## src/sv/assert_macros.svh

```systemverilog
// Assertion macros shared by the row cosine similarity RTL.
// Standalone header; it has no dependencies. Synthesis builds see empty bodies.
`ifndef ASSERT_MACROS_SVH
`define ASSERT_MACROS_SVH
`ifndef SYNTHESIS
// The consequence must hold in the same cycle as the antecedent.
`define ASSERT_IMPLIES(label, clk, rstn, ante, cons) \
    label: assert property (@(posedge clk) disable iff (!rstn) (ante) |-> (cons)) \
        else $error("%m: implication check failed");
// The consequence must hold in the cycle after the antecedent.
`define ASSERT_NEXT(label, clk, rstn, ante, cons) \
    label: assert property (@(posedge clk) disable iff (!rstn) (ante) |=> (cons)) \
        else $error("%m: next-cycle check failed");
`else
`define ASSERT_IMPLIES(label, clk, rstn, ante, cons)
`define ASSERT_NEXT(label, clk, rstn, ante, cons)
`endif
`endif

```

## src/sv/rcs_pkg.sv

```systemverilog
// Types and constants of the row cosine similarity block.
// Used by the controller, the datapath and the top level; no dependencies.
package rcs_pkg;

    localparam int SAMPLE_W   = 16;  // Q1.15 sample width
    localparam int LEN_W      = 11;  // row length register width
    localparam int PROD_W     = 2 * SAMPLE_W;
    localparam int SQ_W       = 41;  // width of the x*x and y*y sums
    localparam int XY_W       = 42;  // width of the signed x*y sum
    localparam int NORM_W     = 21;  // width of an integer root
    localparam int DEN_W      = 2 * NORM_W;
    localparam int COS_W      = 16;
    localparam int FRAC_BITS  = 15;
    localparam int NUM_W      = SQ_W + FRAC_BITS;
    localparam int SQRT_STEPS = 21;
    localparam int QUO_W      = 17;  // quotient bits kept; more means saturation
    localparam int DSH_W      = DEN_W + QUO_W - 1;
    localparam int STEP_W     = 5;
    localparam int CFG_IDX_W  = 2;
    localparam int CFG_DATA_W = LEN_W;

    localparam logic [CFG_IDX_W-1:0] REG_ROW_LENGTH  = 2'd0;
    localparam logic [CFG_IDX_W-1:0] REG_BROADCAST_Y = 2'd1;

    typedef struct packed {
        logic accept;      // an element word is taken this cycle
        logic use_store;   // y comes from the stored row
        logic last;        // the element ends its row
        logic yvalid;      // y_norm is reported for this row
        logic sqrt_init;   // load the root unit
        logic sqrt_sel_y;  // root operand: 0 sum_xx, 1 sum_yy
        logic sqrt_step;   // one root iteration
        logic save_xn;     // keep the finished root as x_norm
        logic mul;         // form the denominator and |sum_xy|
        logic div_init;    // saturation check and divider load
        logic div_step;    // one quotient bit
        logic load_out;    // write the result word
        logic clear;       // clear the row sums
    } cmd_t;

    typedef struct packed {
        logic acc_last;    // the last product of a row is being summed
    } status_t;

endpackage

```

## src/sv/rcs_datapath.sv

```systemverilog
// Datapath of the row cosine similarity block: product pipeline, row sums,
// shared bit-pair square root, restoring divider and result word registers.
// Depends on rcs_pkg; driven by rcs_ctrl commands.
module rcs_datapath
    import rcs_pkg::*;
(
    input  logic                       aclk,
    input  logic                       aresetn,
    input  cmd_t                       cmd,
    output status_t                    status,
    input  logic signed [SAMPLE_W-1:0] s_x_value,
    input  logic signed [SAMPLE_W-1:0] s_y_value,
    input  logic signed [SAMPLE_W-1:0] ram_rdata,
    output logic signed [COS_W-1:0]    m_cosine,
    output logic [NORM_W-1:0]          m_x_norm,
    output logic [NORM_W-1:0]          m_y_norm,
    output logic                       m_y_norm_valid,
    output logic                       m_zero_norm
);

    localparam logic [QUO_W-1:0] POS_LIMIT = QUO_W'(32767);
    localparam logic [QUO_W-1:0] NEG_LIMIT = QUO_W'(32768);
    localparam logic signed [COS_W-1:0] COS_MAX = 16'sh7FFF;
    localparam logic signed [COS_W-1:0] COS_MIN = 16'sh8000;

    // Element pipeline.
    logic                       v1_reg, v2_reg;
    logic                       last1_reg, last2_reg;
    logic                       use1_reg;
    logic signed [SAMPLE_W-1:0] x1_reg, y1_reg;
    logic signed [SAMPLE_W-1:0] y_sel;
    logic signed [PROD_W-1:0]   pxx_reg, pyy_reg, pxy_reg;
    logic [SQ_W-1:0]            sum_xx_reg, sum_yy_reg;
    logic signed [XY_W-1:0]     sum_xy_reg;
    logic                       yv_reg;

    // Row-end arithmetic.
    logic [SQ_W-1:0]   sq_v_reg, sq_bit_reg;
    logic [SQ_W:0]     sq_r_reg, sq_trial;
    logic              sq_ge;
    logic [NORM_W-1:0] xn_reg, yn_reg;
    logic [DEN_W-1:0]  den_reg;
    logic [SQ_W-1:0]   mag_reg;
    logic [XY_W-1:0]   mag_full;
    logic              neg_reg, sat_reg, zero_reg;
    logic [NUM_W-1:0]  rem_reg;
    logic [DSH_W-1:0]  dsh_reg;
    logic              div_ge;
    logic [QUO_W-1:0]  q_reg;
    logic signed [COS_W-1:0] cos_val;

    assign y_sel           = use1_reg ? ram_rdata : y1_reg;
    assign status.acc_last = v2_reg && last2_reg;

    assign sq_trial = sq_r_reg + {1'b0, sq_bit_reg};
    assign sq_ge    = {1'b0, sq_v_reg} >= sq_trial;
    assign mag_full = sum_xy_reg[XY_W-1] ? (XY_W'(0) - XY_W'(sum_xy_reg)) : XY_W'(sum_xy_reg);
    assign div_ge   = {{(DSH_W - NUM_W){1'b0}}, rem_reg} >= dsh_reg;

    always_comb begin
        if (zero_reg) begin
            cos_val = '0;
        end else if (neg_reg) begin
            if (sat_reg || q_reg > NEG_LIMIT) begin
                cos_val = COS_MIN;
            end else begin
                cos_val = COS_W'(QUO_W'(0) - q_reg);
            end
        end else begin
            if (sat_reg || q_reg > POS_LIMIT) begin
                cos_val = COS_MAX;
            end else begin
                cos_val = COS_W'(q_reg);
            end
        end
    end

    always_ff @(posedge aclk) begin
        if (!aresetn) begin
            v1_reg     <= 1'b0;
            v2_reg     <= 1'b0;
            sum_xx_reg <= '0;
            sum_yy_reg <= '0;
            sum_xy_reg <= '0;
        end else begin
            v1_reg <= cmd.accept;
            v2_reg <= v1_reg;
            if (cmd.clear) begin
                sum_xx_reg <= '0;
                sum_yy_reg <= '0;
                sum_xy_reg <= '0;
            end else if (v2_reg) begin
                sum_xx_reg <= sum_xx_reg + SQ_W'(pxx_reg[PROD_W-2:0]);
                sum_yy_reg <= sum_yy_reg + SQ_W'(pyy_reg[PROD_W-2:0]);
                sum_xy_reg <= sum_xy_reg + XY_W'(pxy_reg);
            end
        end
    end

    always_ff @(posedge aclk) begin
        if (cmd.accept) begin
            x1_reg    <= s_x_value;
            y1_reg    <= s_y_value;
            use1_reg  <= cmd.use_store;
            last1_reg <= cmd.last;
            if (cmd.last) begin
                yv_reg <= cmd.yvalid;
            end
        end
        pxx_reg   <= x1_reg * x1_reg;
        pyy_reg   <= y_sel * y_sel;
        pxy_reg   <= x1_reg * y_sel;
        last2_reg <= last1_reg;

        if (cmd.sqrt_init) begin
            sq_v_reg   <= cmd.sqrt_sel_y ? sum_yy_reg : sum_xx_reg;
            sq_r_reg   <= '0;
            sq_bit_reg <= SQ_W'(1) << (2 * (SQRT_STEPS - 1));
        end else if (cmd.sqrt_step) begin
            if (sq_ge) begin
                sq_v_reg <= sq_v_reg - sq_trial[SQ_W-1:0];
                sq_r_reg <= (sq_r_reg >> 1) + {1'b0, sq_bit_reg};
            end else begin
                sq_r_reg <= sq_r_reg >> 1;
            end
            sq_bit_reg <= sq_bit_reg >> 2;
        end
        if (cmd.save_xn) begin
            xn_reg <= sq_r_reg[NORM_W-1:0];
        end

        if (cmd.mul) begin
            yn_reg  <= sq_r_reg[NORM_W-1:0];
            den_reg <= xn_reg * sq_r_reg[NORM_W-1:0];
            neg_reg <= sum_xy_reg[XY_W-1];
            mag_reg <= mag_full[SQ_W-1:0];
        end

        // Any quotient of 2^17 or more saturates, so only 17 bits are formed.
        if (cmd.div_init) begin
            sat_reg  <= {{(DEN_W + 2 - SQ_W){1'b0}}, mag_reg} >= {den_reg, 2'b00};
            zero_reg <= (xn_reg == '0) || (yn_reg == '0);
            rem_reg  <= {mag_reg, {FRAC_BITS{1'b0}}};
            dsh_reg  <= {den_reg, {(QUO_W - 1){1'b0}}};
            q_reg    <= '0;
        end else if (cmd.div_step) begin
            if (div_ge) begin
                rem_reg <= rem_reg - dsh_reg[NUM_W-1:0];
            end
            q_reg   <= {q_reg[QUO_W-2:0], div_ge};
            dsh_reg <= dsh_reg >> 1;
        end

        if (cmd.load_out) begin
            m_cosine       <= cos_val;
            m_x_norm       <= xn_reg;
            m_y_norm       <= yv_reg ? yn_reg : '0;
            m_y_norm_valid <= yv_reg;
            m_zero_norm    <= zero_reg;
        end
    end

endmodule

```

## config.mk

```make
export PLATFORM = sky130hd
export DESIGN_NAME = rcs_datapath
export DESIGN_NICKNAME = d
export VERILOG_FILES = /design/src/sv/assert_macros.svh /design/src/sv/rcs_pkg.sv /design/src/sv/rcs_datapath.sv
export SDC_FILE = /design/constraint.sdc
export NUM_CORES = 2
export LEC_CHECK = 0
export ABC_AREA = 1
export BUFFER_PORTS_ARGS = -buffer_cell sky130_fd_sc_hd__buf_2
export CORE_MARGIN = 2
export CORE_UTILIZATION = 65
export CTS_BUF_LIST = sky130_fd_sc_hd__clkbuf_2 sky130_fd_sc_hd__clkbuf_4 sky130_fd_sc_hd__clkbuf_8
export DETAILED_ROUTE_END_ITERATION = 10
export PLACE_DENSITY = 0.84
export SYNTH_ARGS = -nofsm -noshare
export SYNTH_HDL_FRONTEND = slang
export SYNTH_SLANG_ARGS = --single-unit
```

## constraint.sdc

```tcl
create_clock -name aclk -period 8.5 [get_ports aclk]
set_clock_uncertainty 0.1 [all_clocks]
set_input_delay 0 -clock aclk [delete_from_list [all_inputs] [get_ports aclk]]
set_output_delay 0 -clock aclk [all_outputs]
set_load 0.01 [all_outputs]
```

## After elaboration in Yosys (flattened, before gate mapping)

Cells that the tools add are included.

| word-level totals | value |
|---|---|
| register bits | 679 |
| output and inout port bits | 61 |
| word-level logic and storage cells | 83 |

| cells by class | value |
|---|---|
| multipliers | 4 |
| $lt $le $gt $ge | 5 |
| bitwise operators | 1 |
| add/subtract/negate cells | 9 |
| reductions and logical operators | 15 |
| multiplexer cells | 15 |

Operators by type and width:

| kind | number |
|---|---|
| 41-bit two-way mux | 5 |
| 56-bit two-way mux | 3 |
| 58-bit two-way mux | 2 |
| 41-bit by 31-bit adder with 41-bit output | 2 |
| 16-bit two-way mux | 4 |
| 16-bit by 16-bit multiplier with 31-bit output | 2 |
| 56-bit by 58-bit greater-or-equal comparator with 1-bit output | 1 |
| 56-bit subtractor | 1 |
| 41-bit by 44-bit greater-or-equal comparator with 1-bit output | 1 |
| 41-bit by 41-bit adder with 42-bit output | 1 |
| 42-bit by 32-bit adder with 42-bit output | 1 |
| 42-bit by 41-bit adder with 42-bit output | 1 |
| 41-bit by 42-bit greater-or-equal comparator with 1-bit output | 1 |
| 21-bit logical NOT | 2 |
| 21-bit by 21-bit multiplier with 42-bit output | 1 |
| 42-bit two-way mux | 1 |
| 1-bit by 41-bit subtractor with 41-bit output, first input constant | 1 |
| 41-bit subtractor | 1 |
| 16-bit by 16-bit multiplier with 32-bit output | 1 |
| 17-bit by 15-bit greater-than comparator with 1-bit output, second input constant | 1 |
| 17-bit by 16-bit greater-than comparator with 1-bit output, second input constant | 1 |
| 1-bit by 16-bit subtractor with 16-bit output, first input constant | 1 |
| 2-bit AND reduction | 4 |
| 2-bit nonzero test | 4 |
| 4 further kinds | 6 |

## Logic depth before layout (Yosys ltp)

| logic depth | value |
|---|---|
| depth in word-level cells | 5 |
| mapped depth | 31 |
| mapped depth without buffers | 29 |

## Worst setup path after synthesis

Ideal clock, no wire load.

| timing path | value |
|---|---|
| path type | register to register |
| start | register use1_reg |
| end | register pyy_reg[29] |
| arrival | 6.153 ns |
| cell stages (with the launch flop) | 29 |
| path slack | 2.129 ns |
| library setup time | 0.119 ns |
| path buffers | 2 |
| cell sequence | edfxtp_1 > inv_1 > clkbuf_1 > o21ai_0 > clkbuf_1 > nor2_1 > fa_1 > fa_1 > inv_1 > fa_1 > inv_1 > fa_1 > inv_1 > fa_1 > inv_1 > fa_1 > ha_1 > nand2_1 > nor2_1 > inv_1 > nor3_1 > nand3_1 > nand3_1 > nand2_1 > nand2_1 > a21oi_1 > nor2_1 > nor2_1 > xnor2_1 |

| between the ends | value |
|---|---|
| word-level cells in the longest chain between the ends | 2 |

RTL lines:

| element | line | source |
|---|---|---|
| start, declared | rcs_datapath.sv:29 | `logic use1_reg;` |
| start signal, assigned | rcs_datapath.sv:104 | `use1_reg <= cmd.use_store;` |
| 16-bit two-way mux | rcs_datapath.sv:52 | `assign y_sel = use1_reg ? ram_rdata : y1_reg;` |
| 16-bit by 16-bit multiplier with 31-bit output | rcs_datapath.sv:111 | `pyy_reg <= y_sel * y_sel;` |
| end signal, assigned | rcs_datapath.sv:111 |  |
| end, declared | rcs_datapath.sv:32 | `logic signed [PROD_W-1:0] pxx_reg, pyy_reg, pxy_reg;` |

No other way between the ends.
A chain may end at the register's enable or synchronous reset.

## Worst setup path after layout

| timing path | value |
|---|---|
| start | register use1_reg |
| end | register pxy_reg[30] |

| between the ends | value |
|---|---|
| word-level cells in the longest chain between the ends | 2 |

RTL lines:

| element | line | source |
|---|---|---|
| 16-bit two-way mux | rcs_datapath.sv:52 |  |
| 16-bit by 16-bit multiplier with 32-bit output | rcs_datapath.sv:112 | `pxy_reg <= x1_reg * y_sel;` |
| end signal, assigned | rcs_datapath.sv:112 |  |
| end, declared | rcs_datapath.sv:32 |  |

No other way between the ends.

==> summary.md <==
| Metric | Value |
|---|---|
| Layout cells sized above 1 | 0.0476 |
| EDFF count, synth | 347 |
| Slowest cell delay on critical path | 650 ps |
| Top FF cell, synth | edfxtp_1 |
| Synth Area in Adders | 0.356 |
| Final setup viols | 0 |
| Total vias in the final route | 74800 |
| WL/cell | 20.0 um |
| XOR/XNOR Fraction of Synth Area | 0.0406 |
| RR Endpoint | pxy_reg[30]$_DFF_P_ |
| Post-Route WL | 256 mm |
| Synth top cells by count | inv_1 (2511), nand2_1 (1972), fa_1 (1089) |
| Largest family of logic cells by synthesized area | adder cells |
| Unrepaired setup endpoints after global routing | no |
| Cell area after synthesis | 0.0851 mm^2 |
| Mux cell area share after synthesis | 0 |
| Top post-synthesis cells by area | fa_1 (26%), edfxtp_1 (12%), inv_1 (11%) |
| RR Startpoint | use1_reg$_DFFE_PP_ |
| Multi-input logic area | 0.0573 mm^2 |
| Starting Density | 0.656 |
| HPWL after DPL | 199 mm |
| Worst slew margin relative to its limit | 0.142 |
| Net Count, Synth | 12700 |
| Worst-skew pair later-pin latency | 880 ps |
| Met2 Usage GRT | 0.623 |
| Worst hold start | cmd[4] |
| Antenna violations before repair | 3 |
| GRT busiest layer | met2 |
| Slew Viols, Final | 0 |
| Worst setup SP type | flop |
| Post-CTS setup buffer count | 0 |
| CP Capture Type | flop |
| Most frequent cell after synthesis | inv_1 |
| Cts bufs inserted | 117 |
| Row count | 132 |
| Max-capacitance violation count | 0 |
| Grt total ovfl | 0 |
| IO Pins | 124 |
| DRC | 0 |
| Worst path required time | 9160 ps |
| Min Clock Period, post-route | 7700 ps |
| Sequential share of the synthesized area | 0.200 |
| Synth Area in Simple Gates | 0.172 |
| Die Y | 366 um |
| Root Driver | clkbuf_8 |
| R2R Setup Slk | 800 ps |
| Hold Crit Depth | 2 |
| Critical Path AT | 8360 ps |
| Initial DRC Count | 7423 |
| IO buf count | 123 |
| Fin nets | 12800 |
| Clk slew on worst S/H paths | 70 ps |
| Post-Synthesis Cells | 10900 |
| CTS tree | done |
| Core ar. | 0.130 mm^2 |
| Top cell type's share of synthesized area | 0.256 |
| Biggest area consumer among synthesized cells | fa_1 |
| Crit path max fanout | 20 |
| CP dominant cell by count | inv_1 |
| GR Layer Usage met1 | 0.480 |
| Status | complete, no violations |
| Hold EP | mag_reg[19]$_DFFE_PP_ |
| Final hold viol count | 0 |
| Synth-to-Final Area Change | 6.93% |
| CTS H-Tree Depth | 3 |
| Reg2reg path depth | 29 |
| Fin crit share | 0.906 |
| Max reg flops | 58 |
| Die W | 366 um |
| Clk buf depth | 3 |
| Compound-cell area share of the yosys netlist | 0.103 |
| Antenna viol nets, final | 0 |
| Storage cell area | 0.0170 mm^2 |
| Die Area | 0.134 mm^2 |
| Post-synth ARST share | 0 |
| Gpl congestion | 1.02 |
| Setup TNS | 0 ps |
| Global-route wire length before repair | 404 mm |
| Crit Path Class | flop to flop |
| Max Fclk | 130 MHz |
| Clk sinks | 677 |
| Yosys cell types | 63 |
| Yosys reg bits | 677 |
| Pin count of the biggest net entering global routing | 108 |
| DR pass1 iterations | 6 |
| Post-DR vias/cell | 5.84 |
| Syn Area/Cell | 7.83 um^2 |
| Vias in the first global route | 76500 |
| All-layer global routing usage | 0.382 |
| Fillcell total | 10100 |
| YS warnings | 0 |
| Grt met3 use | 0.0723 |
| Hold Crit Class | input port to flop |
| CP max stage cell | inv_1 |
| Worst Tran Pin Value | 1290 ps |
## placed cells by master, fill, tap and decap left out, types with 329 or more instances in the layout
| master | count |
|---|---|
| nand3_1 | 344 |
| o21ai_0 | 584 |
| edfxtp_1 | 347 |
| fa_1 | 1089 |
| nand2_1 | 1970 |
| dfxtp_1 | 329 |
| ha_1 | 681 |
| inv_1 | 2509 |
| a21oi_1 | 656 |
| nor2_1 | 906 |
## cell families (layout without fill, tap and decap cells)
family                     after synthesis  count (layout)
DFF                                    677             677
xor gates and xnor gates               394             394
AOI/OAI and AO/OA                     1600            1600
buffers and inverters                 2865            3056
other                                    0               3
adders and majority gates             1770            1770
and+or+nand+nor                       3564            3564
## routing by layer
metal | part of all wire | up-vias
met2 | 0.46 | 4215
met5 | 0 | -
li1 | - | 33900
met1 | 0.37 | 35700
met3 | 0.10 | 991
met4 | 0.064 | 0
## through the flow
stage	std cells	instance area (um^2)	util	setup WS (ps)	hold WS, ps
6_report	12800	91000	0.702	795	129
5_1_grt	12800	91000	0.702	469	77.0
4_1_cts	12800	91000	0.702	973	49.7
3_5_place_dp	12500	87300	0.674	1030	78.1
3_3_place_gp	12500	87300	0.674	1200	76.3
2_1_floorplan	10900	85100	-	2130	-6.55
## timing repair
| item | CTS | global route |
|---|---|---|
| resized for setup | 0 | 0 |
| endpoints found under the hold margin | 502 | 0 |
| hold buffers | 87 | 0 |
## worst max path at each step
stage | startpoint | endpoint | slack (ps) | cells after the start
3_3_place_gp | use1_reg$_DFFE_PP_ | pyy_reg[29]$_DFF_P_ | 1200 | 26
5_1_grt | use1_reg$_DFFE_PP_ | pxy_reg[30]$_DFF_P_ | 470 | 29
4_1_cts | use1_reg$_DFFE_PP_ | pxy_reg[29]$_DFF_P_ | 970 | 29
2_1_floorplan | use1_reg$_DFFE_PP_ | pyy_reg[29]$_DFF_P_ | 2130 | 28
3_5_place_dp | use1_reg$_DFFE_PP_ | pxy_reg[29]$_DFF_P_ | 1030 | 29
6_report | use1_reg$_DFFE_PP_ | pxy_reg[30]$_DFF_P_ | 800 | 29
## worst max-delay path, delay by kind of cell (launching register included)
family,cells,cell delay [ps]
xor+xnor,1,130
fa+ha+maj,7,3450
buf+inv,9,1670
flops,1,600
simple gates,12,1610
## area by class of cell
| type | instances | share of cell area |
|---|---|---|
| clock inverter | 70 | 0.00941 |
| inverter | 2523 | 0.104 |
| tap | 1742 | 0.0240 |
| timing repair buffer | 312 | 0.0248 |
| antenna | 3 | 0.0000825 |
| sequential | 677 | 0.187 |
| multi-input combinational | 7328 | 0.629 |
| clock buffer | 151 | 0.0212 |
Power is left out: the tool's default activity adds up to more than one toggle a clock period on the data nets, which glitch-free logic cannot reach.
