[config.mk]
export PLATFORM = sky130hd
export DESIGN_NAME = rcs_ctrl
export DESIGN_NICKNAME = d
export VERILOG_FILES = /design/src/sv/assert_macros.svh /design/src/sv/rcs_pkg.sv /design/src/sv/rcs_ctrl.sv
export SDC_FILE = /design/constraint.sdc
export NUM_CORES = 1
export LEC_CHECK = 0
export BUFFER_PORTS_ARGS = -buffer_cell sky130_fd_sc_hd__buf_2
export CAP_MARGIN = 5
export CORE_MARGIN = 2
export CORE_UTILIZATION = 40
export CTS_CLUSTER_DIAMETER = 40
export CTS_CLUSTER_SIZE = 16
export DETAILED_ROUTE_END_ITERATION = 10
export PLACE_DENSITY = 0.64
export SETUP_SLACK_MARGIN = 0.1
export SLEW_MARGIN = 0
export SYNTH_ARGS = -nofsm -noshare
export SYNTH_HDL_FRONTEND = slang
export SYNTH_SLANG_ARGS = --single-unit
[constraint.sdc]
create_clock -name aclk -period 4.7 [get_ports aclk]
set_clock_uncertainty 0.2 [all_clocks]
set_input_delay 0.94 -clock aclk [delete_from_list [all_inputs] [get_ports aclk]]
set_output_delay 0.94 -clock aclk [all_outputs]
set_load 0.01 [all_outputs]
[src/sv/assert_macros.svh]
// Assertion macros shared by the row cosine similarity RTL.
// Standalone header; it has no dependencies. Synthesis builds see empty bodies.
`ifndef ASSERT_MACROS_SVH
`define ASSERT_MACROS_SVH
`ifndef SYNTHESIS
// The consequence must hold in the same cycle as the antecedent.
`define ASSERT_IMPLIES(label, clk, rstn, ante, cons) \
    label: assert property (@(posedge clk) disable iff (!rstn) (ante) |-> (cons)) \
        else $error("%m: implication check failed");
// The consequence must hold in the cycle after the antecedent.
`define ASSERT_NEXT(label, clk, rstn, ante, cons) \
    label: assert property (@(posedge clk) disable iff (!rstn) (ante) |=> (cons)) \
        else $error("%m: next-cycle check failed");
`else
`define ASSERT_IMPLIES(label, clk, rstn, ante, cons)
`define ASSERT_NEXT(label, clk, rstn, ante, cons)
`endif
`endif

[src/sv/rcs_pkg.sv]
// Types and constants of the row cosine similarity block.
// Used by the controller, the datapath and the top level; no dependencies.
package rcs_pkg;

    localparam int SAMPLE_W   = 16;  // Q1.15 sample width
    localparam int LEN_W      = 11;  // row length register width
    localparam int PROD_W     = 2 * SAMPLE_W;
    localparam int SQ_W       = 41;  // width of the x*x and y*y sums
    localparam int XY_W       = 42;  // width of the signed x*y sum
    localparam int NORM_W     = 21;  // width of an integer root
    localparam int DEN_W      = 2 * NORM_W;
    localparam int COS_W      = 16;
    localparam int FRAC_BITS  = 15;
    localparam int NUM_W      = SQ_W + FRAC_BITS;
    localparam int SQRT_STEPS = 21;
    localparam int QUO_W      = 17;  // quotient bits kept; more means saturation
    localparam int DSH_W      = DEN_W + QUO_W - 1;
    localparam int STEP_W     = 5;
    localparam int CFG_IDX_W  = 2;
    localparam int CFG_DATA_W = LEN_W;

    localparam logic [CFG_IDX_W-1:0] REG_ROW_LENGTH  = 2'd0;
    localparam logic [CFG_IDX_W-1:0] REG_BROADCAST_Y = 2'd1;

    typedef struct packed {
        logic accept;      // an element word is taken this cycle
        logic use_store;   // y comes from the stored row
        logic last;        // the element ends its row
        logic yvalid;      // y_norm is reported for this row
        logic sqrt_init;   // load the root unit
        logic sqrt_sel_y;  // root operand: 0 sum_xx, 1 sum_yy
        logic sqrt_step;   // one root iteration
        logic save_xn;     // keep the finished root as x_norm
        logic mul;         // form the denominator and |sum_xy|
        logic div_init;    // saturation check and divider load
        logic div_step;    // one quotient bit
        logic load_out;    // write the result word
        logic clear;       // clear the row sums
    } cmd_t;

    typedef struct packed {
        logic acc_last;    // the last product of a row is being summed
    } status_t;

endpackage

[src/sv/rcs_ctrl.sv]
// Controller of the row cosine similarity block: configuration registers,
// element counter, row-end sequencer and output valid. Depends on rcs_pkg.
module rcs_ctrl
    import rcs_pkg::*;
#(
    parameter int STORE_DEPTH = 1024,
    parameter int STORE_AW    = 10
) (
    input  logic                  aclk,
    input  logic                  aresetn,
    input  logic                  cfg_wr_en,
    input  logic [CFG_IDX_W-1:0]  cfg_index,
    input  logic [CFG_DATA_W-1:0] cfg_data,
    input  logic                  s_valid,
    output logic                  s_ready,
    output logic                  m_valid,
    input  logic                  m_ready,
    output logic                  ram_we,
    output logic                  ram_re,
    output logic [STORE_AW-1:0]   ram_addr,
    output cmd_t                  cmd,
    input  status_t               status
);

    localparam logic [3:0] ST_ACC      = 4'd0;
    localparam logic [3:0] ST_DRAIN    = 4'd1;
    localparam logic [3:0] ST_SQX_INIT = 4'd2;
    localparam logic [3:0] ST_SQX_RUN  = 4'd3;
    localparam logic [3:0] ST_SQY_INIT = 4'd4;
    localparam logic [3:0] ST_SQY_RUN  = 4'd5;
    localparam logic [3:0] ST_MUL      = 4'd6;
    localparam logic [3:0] ST_CHK      = 4'd7;
    localparam logic [3:0] ST_DIV      = 4'd8;
    localparam logic [3:0] ST_FIN      = 4'd9;

    localparam logic [LEN_W-1:0]  MAX_LEN   = LEN_W'(STORE_DEPTH);
    localparam logic [STEP_W-1:0] SQRT_LAST = STEP_W'(SQRT_STEPS - 1);
    localparam logic [STEP_W-1:0] DIV_LAST  = STEP_W'(QUO_W - 1);

    logic [3:0]        state_reg, state_next;
    logic [STEP_W-1:0] step_reg, step_next;
    logic [LEN_W-1:0]  row_length_reg, row_length_next;
    logic              bcast_reg, bcast_next;
    logic [LEN_W-1:0]  count_reg, count_next;
    logic              first_row_reg, first_row_next;
    logic              out_valid_reg, out_valid_next;
    logic [LEN_W-1:0]  eff_len;
    logic              is_last;
    logic              accept;

    always_comb begin
        if (row_length_reg == '0) begin
            eff_len = LEN_W'(1);
        end else if (row_length_reg > MAX_LEN) begin
            eff_len = MAX_LEN;
        end else begin
            eff_len = row_length_reg;
        end
    end

    assign is_last  = ({1'b0, count_reg} + (LEN_W + 1)'(1)) >= {1'b0, eff_len};
    assign s_ready  = (state_reg == ST_ACC);
    assign accept   = s_valid && s_ready;
    assign m_valid  = out_valid_reg;
    assign ram_addr = count_reg[STORE_AW-1:0];
    assign ram_we   = accept && bcast_reg && first_row_reg;
    assign ram_re   = accept && bcast_reg && !first_row_reg;

    always_comb begin
        cmd             = '0;
        cmd.accept      = accept;
        cmd.use_store   = bcast_reg && !first_row_reg;
        cmd.last        = is_last;
        cmd.yvalid      = !bcast_reg || first_row_reg;
        state_next      = state_reg;
        step_next       = step_reg;
        count_next      = count_reg;
        first_row_next  = first_row_reg;
        out_valid_next  = out_valid_reg && !m_ready;
        row_length_next = row_length_reg;
        bcast_next      = bcast_reg;

        if (cfg_wr_en) begin
            case (cfg_index)
                REG_ROW_LENGTH:  row_length_next = cfg_data;
                REG_BROADCAST_Y: bcast_next = cfg_data[0];
                default: ;
            endcase
        end

        case (state_reg)
            ST_ACC: begin
                if (accept) begin
                    if (is_last) begin
                        count_next     = '0;
                        first_row_next = !bcast_reg;
                        state_next     = ST_DRAIN;
                    end else begin
                        count_next = count_reg + LEN_W'(1);
                    end
                end
            end
            ST_DRAIN: begin
                if (status.acc_last) begin
                    state_next = ST_SQX_INIT;
                end
            end
            ST_SQX_INIT: begin
                cmd.sqrt_init = 1'b1;
                step_next     = '0;
                state_next    = ST_SQX_RUN;
            end
            ST_SQX_RUN: begin
                cmd.sqrt_step = 1'b1;
                step_next     = step_reg + STEP_W'(1);
                if (step_reg == SQRT_LAST) begin
                    state_next = ST_SQY_INIT;
                end
            end
            ST_SQY_INIT: begin
                cmd.save_xn    = 1'b1;
                cmd.sqrt_init  = 1'b1;
                cmd.sqrt_sel_y = 1'b1;
                step_next      = '0;
                state_next     = ST_SQY_RUN;
            end
            ST_SQY_RUN: begin
                cmd.sqrt_step = 1'b1;
                step_next     = step_reg + STEP_W'(1);
                if (step_reg == SQRT_LAST) begin
                    state_next = ST_MUL;
                end
            end
            ST_MUL: begin
                cmd.mul    = 1'b1;
                state_next = ST_CHK;
            end
            ST_CHK: begin
                cmd.div_init = 1'b1;
                step_next    = '0;
                state_next   = ST_DIV;
            end
            ST_DIV: begin
                cmd.div_step = 1'b1;
                step_next    = step_reg + STEP_W'(1);
                if (step_reg == DIV_LAST) begin
                    state_next = ST_FIN;
                end
            end
            ST_FIN: begin
                if (!out_valid_reg || m_ready) begin
                    cmd.load_out   = 1'b1;
                    cmd.clear      = 1'b1;
                    out_valid_next = 1'b1;
                    state_next     = ST_ACC;
                end
            end
            default: begin
                state_next = ST_ACC;
            end
        endcase
    end

    always_ff @(posedge aclk) begin
        if (!aresetn) begin
            state_reg      <= ST_ACC;
            step_reg       <= '0;
            row_length_reg <= LEN_W'(1);
            bcast_reg      <= 1'b0;
            count_reg      <= '0;
            first_row_reg  <= 1'b1;
            out_valid_reg  <= 1'b0;
        end else begin
            state_reg      <= state_next;
            step_reg       <= step_next;
            row_length_reg <= row_length_next;
            bcast_reg      <= bcast_next;
            count_reg      <= count_next;
            first_row_reg  <= first_row_next;
            out_valid_reg  <= out_valid_next;
        end
    end

endmodule

== Word-level counts from Yosys, hierarchy flattened ==
Cells that the tools add are included.

* Register bits after elaboration: 34
* Output and inout bits: 27
* Logic and storage cells: 78

* $add $sub $neg: 3
* Order comparisons: 2
* Eq/ne operators: 19
* Mux-type cells: 22
* Reductions and logical operators: 25

{| class="wikitable"
|+ Operators by type and width
! operator !! count
|-
| $pmux W4 S10 || 1
|-
| $mux W11 || 3
|-
| $mux W4 || 7
|-
| $eq A4 B3 Y1 const B || 4
|-
| $add A11 B1 Y12 const B || 1
|-
| $ge A12 B11 Y1 || 1
|-
| $add A11 B1 Y11 const B || 1
|-
| $gt A11 B11 Y1 const B || 1
|-
| $logic_not A11 Y1 || 1
|-
| $eq A5 B5 Y1 const B || 2
|-
| $ne A2 B2 Y1 const B || 5
|-
| $pmux W5 S2 || 1
|-
| $eq A4 B2 Y1 const B || 2
|-
| $eq A4 B4 Y1 const B || 2
|-
| $mux W1 || 8
|-
| $reduce_and A7 Y1 || 1
|-
| $logic_and A1 B1 Y1 || 6
|-
| $reduce_and A2 Y1 || 3
|-
| $reduce_or A3 Y1 || 2
|-
| $add A5 B1 Y5 const B || 1
|-
| $eq A4 B1 Y1 const B || 1
|-
| $logic_not A1 Y1 || 4
|-
| $logic_not A4 Y1 || 1
|-
| $mux W2 || 2
|-
| 7 further kinds || 10
|}

== Depth between registers and ports, before layout ==
Gate-level depths: netlist of the first run.

* Depth after elaboration: 7
* Gate-level depth with buffers: 12
* Depth with buffers taken out: 11

== Worst setup path after synthesis of the first run ==
Ideal clock, no wire load.

* Kind: register to output
* From: register count_reg[2]
* To: output cmd[10] (netlist name)
* Arrival: 2,639 ps
* Data required time: 3,560 ps
* Setup slack: 921 ps
* Cell stages (with the launch flop): 12
* Path buffers: 3
* Path through: dfxtp_1 buf_2 nand3_1 or4_1 xnor2_1 ha_1 a21oi_1 nor2b_1 a2111o_1 buf_4 or2_2 buf_4

* Cells in the longest elaborated chain, start to end: 2

{| class="wikitable"
|+ Ends and longest elaborated chain
! element !! line !! RTL
|-
| from (decl) || rcs_ctrl.sv:44 || <nowiki>logic [LEN_W-1:0] count_reg, count_next;</nowiki>
|-
| from (signal assigned) || rcs_ctrl.sv:178 || <nowiki>count_reg <= count_next;</nowiki>
|-
| $add A11 B1 Y12 || rcs_ctrl.sv:61 || <nowiki>assign is_last = ({1'b0, count_reg} + (LEN_W + 1)'(1)) >= {1'b0, eff_len};</nowiki>
|-
| $ge A12 B11 Y1 || rcs_ctrl.sv:61 ||
|-
| to (decl) || rcs_ctrl.sv:21 || <nowiki>output cmd_t cmd,</nowiki>
|}

No other way between the ends.

==> flow_summary.json, run 1 <==
{
  "run_status": "finished clean",
  "diodes": 0,
  "fin_cells": 369,
  "post-place-cells": 361,
  "syn-num-nets": 303,
  "cp_data_arrival_time_ps": 3250,
  "cts_tree": "done",
  "finalCriticalPeriod_ps": 4390,
  "rows": 27,
  "avgSynthCellArea_um2": 8.43,
  "synthTopCellsByCount": "34 x dfxtp_1, 27 x nor2_1, 23 x nand2_1",
  "final.period_utilization_pct": 93.3,
  "cts_buffer_depth": 2,
  "post-route-util_pct": 46.2,
  "multi_input_area_um2": 1390,
  "cts.clk_slew.worst_paths_ps": 70,
  "cts_resized": 0,
  "synthArstFlopShare_pct": 0,
  "synth_area_leaders": "dfxtp_1 30%, ha_1 7.7%, buf_4 5.9%",
  "ant_nets": 0,
  "max_stage_delay_ps": 520,
  "yosys.area.top_type": "dfxtp_1",
  "final_nets": 329,
  "die_w_um": 79.4,
  "drt-initial-drc-count": 129,
  "place.gp.congestion": 0.901,
  "hold_viol": 0,
  "whs_path_depth": 2,
  "grtUsageMet3_pct": 3.73,
  "globalRouteMet2Util_pct": 26.5,
  "met1_usage_pct": 23.1,
  "reg2reg_depth": 10,
  "worst_ep_required_time_ps": 3560,
  "cp.buffers_inverters": 1,
  "setup_ws_ps": 313,
  "p_leak_uw": 0.00111,
  "grt_start_max_net_pins": 21,
  "ys_warn_count": 0,
  "ys_seq_area_share_pct": 29.9,
  "synth_top_area_share_pct": 29.9,
  "synth_edf_count": 0,
  "crit_chain": "ha_1 > nand3_1 > nor2_1 > and3_1 > xor2_1 > ha_1 > and3_1 > a2111o_1 > or2_2 > buf_2",
  "pre_cts_slack_ps": 672,
  "critical_path_depth": 10,
  "rsz0062_at_grt": "false",
  "crit_slowest_cell": "a2111o_1",
  "cts_hold_buf": 0,
  "cap_violations": 0,
  "max_slew_margin_pct": 28.8,
  "cp_top_family": "simple AND/OR/NAND/NOR gates",
  "syn-cell-area_um2": 2280,
  "num-fill-cells": 561,
  "clock_latency_ps": 300,
  "synth_ff_type": "dfxtp_1",
  "core_um2": 5510,
  "max_freq_mhz": 228,
  "grt_first_pass_wirelength_mm": 8.51,
  "worstMarginPinSlew_ps": 1060,
  "min_path_type": "reg -> reg",
  "antenna_found_initial": 0,
  "synth.distinct_cells": 56,
  "dieHeight_um": 79.4,
  "numPortBuffers": 45,
  "top_usage_layer": "met2",
  "remaining_drc_errors": 0,
  "critPathKind": "reg -> out",
  "grt_pass1_vias": 1848,
  "drive_gt1_share_pct": 23.2,
  "via_per_inst": 5.39,
  "peakVddDrop_mv": 0.122,
  "start_kind": "register",
  "num_io_pins": 46,
  "firstDrtPassIters": 4,
  "synth.most_common_cell": "dfxtp_1",
  "post-cts-setup-buffers": 0,
  "cp-end-kind": "output port",
  "design.die.area_um2": 6310,
  "synth-seq-cells": 34,
  "vias": 1988,
  "finalSetupTns_ps": 0,
  "root_buffer": "clkbuf_8",
  "p_per_area_nw_per_um2": 331,
  "cts_made_buffers": 5,
  "syn_inst": 270,
  "grt_usage_pct": 17.2,
  "htreeDepth": 2,
  "wl_mm": 5.02,
  "initial_core_util_pct": 41.3,
  "setup_viol": 0,
  "numClockSinks": 34,
  "hpwl_mm": 3.74,
  "seqCellArea_um2": 681,
  "area_growth_pct": 11.8,
  "grt_overflow": 0,
  "final-max-slew-violation-count": 0,
  "crit_path_max_fanout": 10,
  "wl_per_cell_um": 13.6
}
-- cells in the final DEF, fill, tap and decap left out, drive strengths merged, types with 6 or more instances in the layout --
cell type  synthesis  routed
buf               22      47
dfxtp             34      34
nor2              27      27
nand2             23      23
a21oi             14      14
ha                14      14
mux2i             12      12
nand3              9       9
inv                9       9
o21ai              8       8
nor2b              8       8
clkbuf             6       8
nor3               8       8
nor4               8       8
xnor2              7       7
a221o              6       6
-- path summary, 6_finish.rpt --
check                                  start             to  slack, ps
worst max-delay path            count_reg[0]        cmd[10]        310
worst min-delay path             step_reg[1]    step_reg[1]        300
worst max register to register  count_reg[0]  first_row_reg       1290
worst min register to register   step_reg[1]    step_reg[1]        300
-- area by class of cell --
| cell class | count | area share, % |
|---|---|---|
| timing repair buffer | 47 | 9.44 |
| sequential | 34 | 26.7 |
| multi-input combinational | 199 | 54.6 |
| clock buffer | 8 | 4.33 |
| tap | 72 | 3.54 |
| inverter | 9 | 1.33 |
-- kinds of logic (layout without fill, tap and decap cells) --
group / count (synthesis) / count (layout) / share of synthesized area, %
flip-flops: 34 / 34 / 29.9
AO/OA/AOI/OAI: 48 / 48 / 15.3
XOR/XNOR: 10 / 10 / 3.85
AND/OR/NAND/NOR: 113 / 113 / 27.7
multiplexers: 14 / 14 / 6.27
buffers and inverters: 37 / 64 / 9.24
adder cells (fa/ha/maj): 14 / 14 / 7.70
-- per-layer routing --
metal	wire [um]	vias to the layer above
met5	0	-
met4	82	0
met3	221	5
met2	2260	51
met1	2450	929
li1	-	1003
-- stage by stage --
step	hold WS (ps)	area, um2	total power [uW]
4_1_cts	297	2540	851
6_report	297	2540	843
5_1_grt	313	2540	896
2_1_floorplan	258	2280	538
3_5_place_dp	286	2430	594
3_3_place_gp	272	2430	591
-- worst min-delay path: cells and delay by family (launching register included) --
kind / cells / cell delay [ps]
AO/OA/AOI/OAI: 1 / 50
AND/OR/NAND/NOR: 1 / 60
flip-flops: 1 / 340
-- where the power goes --
group	leakage, uW	internal (uW)	switching [uW]
clock	0.0000575	148	108
sequential	0.000275	304	40.6
combinational	0.000780	110	132
Note: power is estimated with default switching activity, not from simulation.
==> run 2: changes to the inputs <==
CORE_ASPECT_RATIO = 2   (was unset)
SLEW_MARGIN = 20   (was 0)
==> flow_summary.json, run 2 (synthesis results as in run 1) <==
{
  "num_io_pins": 46,
  "clock_latency_ps": 290,
  "holdWs_ps": 308,
  "cts.clk_slew.worst_paths_ps": 80,
  "cts_hold_buf": 0,
  "reg2reg_depth": 10,
  "crit_end": "cmd[10]",
  "wl_per_cell_um": 15.2,
  "p_leak_uw": 0.00111,
  "core_um2": 5470,
  "critPathKind": "reg -> out",
  "r2r_slack_ps": 1340,
  "diodes": 0,
  "peakVddDrop_mv": 0.245,
  "grt_overflow": 0,
  "multi_input_area_um2": 1390,
  "net-switching-power_uw": 284,
  "finalCriticalPeriod_ps": 4370,
  "post-place-cells": 349,
  "dieHeight_um": 111,
  "drt-initial-drc-count": 39,
  "root_buffer": "clkbuf_8",
  "grt_start_max_net_pins": 21,
  "worst_ep_required_time_ps": 3560,
  "intPower_uw": 572,
  "cts_tree": "done",
  "combPwrFrac_pct": 28.2,
  "grt_first_pass_wirelength_mm": 9.14,
  "wl_mm": 5.44,
  "max_slew_margin_pct": 25.7,
  "max_freq_mhz": 229,
  "cts_made_buffers": 5,
  "hpwl_mm": 4.24,
  "cp-end-kind": "output port",
  "post-cts-setup-buffers": 0,
  "seq_power_share_pct": 40.3,
  "run_status": "finished clean",
  "numClockSinks": 34,
  "post-route-util_pct": 46.3,
  "final_nets": 329,
  "fin_cells": 357,
  "final.period_utilization_pct": 93.0,
  "crit_path_max_fanout": 10,
  "htreeDepth": 2,
  "via_per_inst": 5.69,
  "num-fill-cells": 551,
  "cp_data_arrival_time_ps": 3230,
  "vias": 2030,
  "initial_core_util_pct": 41.6,
  "final-max-slew-violation-count": 0,
  "grt_usage_pct": 17.9,
  "pwr-share-clk_pct": 31.5,
  "area_growth_pct": 11.2,
  "cap_violations": 0,
  "setup_viol": 0,
  "remaining_drc_errors": 0,
  "power_uw": 856,
  "design.die.area_um2": 6350,
  "startpoint": "count_reg[0]",
  "finalSetupTns_ps": 0,
  "start_kind": "register",
  "seqCellArea_um2": 681,
  "place.gp.congestion": 0.823,
  "final_cell_mix": "45 x buf_2, 34 x dfxtp_1, 27 x nor2_1",
  "firstDrtPassIters": 5,
  "antenna_found_initial": 0,
  "grt_pass1_vias": 1997,
  "r2r_end": "first_row_reg",
  "rows": 38,
  "cts_resized": 0,
  "hold_viol": 0,
  "rsz0062_at_grt": "false",
  "final_common_cell": "buf_2",
  "min_path_type": "reg -> reg",
  "sw_frac_of_total_pct": 33.2,
  "p_per_area_nw_per_um2": 338,
  "cts_buffer_depth": 2,
  "numPortBuffers": 45,
  "rr_startpoint": "count_reg[0]",
  "worstMarginPinSlew_ps": 1110,
  "die_w_um": 57.3,
  "ant_nets": 0,
  "drive_gt1_share_pct": 22.9
}
run 2: area by class of cell:
type                            instances  area share (%)
Clock buffer                            6            2.87
Timing Repair Buffer                   47            9.50
Tap cell                               60            2.97
Inverter                                9            1.34
Clock inverter                          2            1.48
Sequential cell                        34            26.9
Multi-Input combinational cell        199            54.9
run 2: worst min path at each step:
stage                           start          end  depth (start not counted)  slack, ps
after global placement    step_reg[4]  step_reg[4]                          2        280
after CTS                 step_reg[1]  step_reg[1]                          2        320
after global routing      step_reg[4]  step_reg[4]                          2        330
final                     step_reg[1]  step_reg[1]                          2        310
after floorplan           step_reg[4]  step_reg[4]                          2        260
after detailed placement  step_reg[4]  step_reg[4]                          2        300
run 2: critical path: stages (launching register included):
cell      delay, ps
dfxtp_1         430
ha_1            290
nand3_1         180
nor2_1          240
and3_1          240
xor2_1          170
ha_1            260
and3_1          160
a2111o_1        510
or2_2           330
buf_2           140
run 2: power groups by stage:
| stage | registers [uW] | clock network, uW | logic (uW) |
|---|---|---|---|
| global placement | 350 | 0 | 241 |
| detailed placement | 352 | 0 | 242 |
| global route | 350 | 285 | 269 |
| CTS | 345 | 275 | 244 |
| floorplan | 328 | 0 | 210 |
| finish | 345 | 270 | 242 |
run 2: per-stage QoR:
stage | setup WS, ps | instance area [um2]
finish | 327 | 2530
global route | 142 | 2530
CTS | 306 | 2530
detailed placement | 614 | 2420
global placement | 717 | 2420
floorplan | 921 | 2280
run 2: metal layers:
metal  wire length [um]  share of wire (%)  track usage [%]  vias up
li1                   -                  -                -     1002
met1               2070                 38             19.5      967
met2               3010                 55             31.8       51
met3                185                3.4             2.57       10
met4                178                3.3             9.46        0
met5                  0                  0                0        -
==> run 3: changes to the inputs <==
clock period = 5.5 ns   (was 4.7 ns; I/O delays follow)
==> flow_summary.json, run 3 (synthesis results as in run 1) <==
{
  "cts_buffer_depth": 2,
  "final-max-slew-violation-count": 0,
  "htreeDepth": 2,
  "crit_chain": "ha_1 > nand3_1 > nor2_1 > and3_1 > xor2_1 > ha_1 > and3_1 > a2111o_1 > or2_2 > buf_2",
  "peakVddDrop_mv": 0.194,
  "run_status": "finished clean",
  "finalCriticalPeriod_ps": 4510,
  "rows": 38,
  "cts_hold_buf": 0,
  "final.period_utilization_pct": 81.9,
  "max_slew_margin_pct": 28.2,
  "cts_tree": "done",
  "initial_core_util_pct": 41.6,
  "dieHeight_um": 111,
  "hold_viol": 0,
  "cp_top_family": "simple AND/OR/NAND/NOR gates",
  "rr_startpoint": "count_reg[0]",
  "grt_pass1_vias": 1888,
  "critPathKind": "reg -> out",
  "finalSetupTns_ps": 0,
  "max_stage_delay_ps": 510,
  "worst_ep_required_time_ps": 4200,
  "cp-end-kind": "output port",
  "cap_violations": 0,
  "final_nets": 327,
  "core_um2": 5470,
  "min_path_type": "reg -> reg",
  "drt-initial-drc-count": 31,
  "root_buffer": "clkbuf_8",
  "post-cts-setup-buffers": 0,
  "remaining_drc_errors": 0,
  "r2r_slack_ps": 1640,
  "via_per_inst": 5.51,
  "grt_usage_pct": 17.5,
  "p_per_area_nw_per_um2": 277,
  "startpoint": "count_reg[0]",
  "numClockSinks": 34,
  "start_kind": "register",
  "holdWs_ps": 308,
  "cts_resized": 0,
  "r2r_end": "count_reg[0]",
  "crit_path_max_fanout": 10,
  "cts_made_buffers": 5,
  "p_leak_uw": 0.00109,
  "final_common_cell": "buf_2",
  "cp.buffers_inverters": 1,
  "numPortBuffers": 45,
  "vias": 1956,
  "firstDrtPassIters": 4,
  "critical_path_depth": 10,
  "place.gp.congestion": 0.823,
  "ant_nets": 0,
  "cp_data_arrival_time_ps": 3210,
  "antenna_found_initial": 0,
  "rsz0062_at_grt": "false",
  "design.die.area_um2": 6350,
  "max_freq_mhz": 222,
  "crit_slowest_cell": "a2111o_1",
  "grt_first_pass_wirelength_mm": 8.84,
  "num_io_pins": 46,
  "die_w_um": 57.3,
  "cts.clk_slew.worst_paths_ps": 70,
  "diodes": 0,
  "worstMarginPinSlew_ps": 1070,
  "clock_latency_ps": 290,
  "crit_end": "cmd[10]",
  "drive_gt1_share_pct": 22.4,
  "grt_overflow": 0,
  "wl_mm": 5.38,
  "wl_per_cell_um": 15.1,
  "area_growth_pct": 9.68,
  "final_cell_mix": "45 x buf_2, 34 x dfxtp_1, 27 x nor2_1",
  "hpwl_mm": 4.11,
  "setup_viol": 0,
  "grt_start_max_net_pins": 21,
  "reg2reg_depth": 10
}
[run 3: cell types whose count changed in the layout (fill, tap and decap cells not counted)]
cell        before  now
bufinv_16        1    0
buf_4            2    0
clkinv_2         0    1
clkbuf_8         5    6
clkinvlp_4       1    0
[run 3: area by class of cell]
type                    instances  area, um2
clock inverters                 1       5.00
repair buffers                 45        225
multi-input cells             199       1390
well taps                      60       75.1
fillers                       531       2970
inverters                       9       33.8
clock buffers                   7       86.3
flip-flops and latches         34        681
[run 3: per-layer routing]
| metal | global-route usage [%] | vias to the layer above | routed length, um |
|---|---|---|---|
| met5 | 0 | - | 0 |
| met4 | 8.22 | 0 | 143 |
| met3 | 2.57 | 11 | 165 |
| met2 | 31.9 | 42 | 2920 |
| met1 | 18.9 | 900 | 2140 |
| li1 | - | 1003 | - |
[run 3: how the worst min path moves through the flow]
stage / start / to / cells past startpoint
6_report: step_reg[1] / step_reg[1] / 2
5_1_grt: step_reg[4] / step_reg[4] / 2
4_1_cts: step_reg[4] / step_reg[4] / 2
3_5_place_dp: step_reg[4] / step_reg[4] / 2
2_1_floorplan: step_reg[4] / step_reg[4] / 2
3_3_place_gp: step_reg[4] / step_reg[4] / 2
[run 3: power breakdown]
| part | switching, uW | internal, uW | total (uW) |
|---|---|---|---|
| Clock | 95.4 | 101 | 197 |
| Combinational | 111 | 88.1 | 199 |
| Sequential | 35.0 | 260 | 295 |
[run 3: worst reg2reg max path: stages, from the launching register on]
cell and delay [ps]:
dfxtp_1 410, ha_1 280, nand3_1 180, nor2_1 250
and3_1 240, xor2_1 160, ha_1 250, and3_1 160
a2111o_1 510, nor4_2 850, mux2_2 300
[run 3: metrics by stage]
stage / util [%] / cell area (um2) / worst slack [ps] / total power [uW] / cells
2_1_floorplan: - / 2280 / 1560 / 460 / 270
3_3_place_gp: 44.0 / 2400 / 1350 / 498 / 347
5_1_grt: 45.7 / 2500 / 732 / 731 / 355
6_report: 45.7 / 2500 / 994 / 691 / 355
3_5_place_dp: 44.0 / 2400 / 1290 / 500 / 347
4_1_cts: 45.7 / 2500 / 965 / 694 / 355
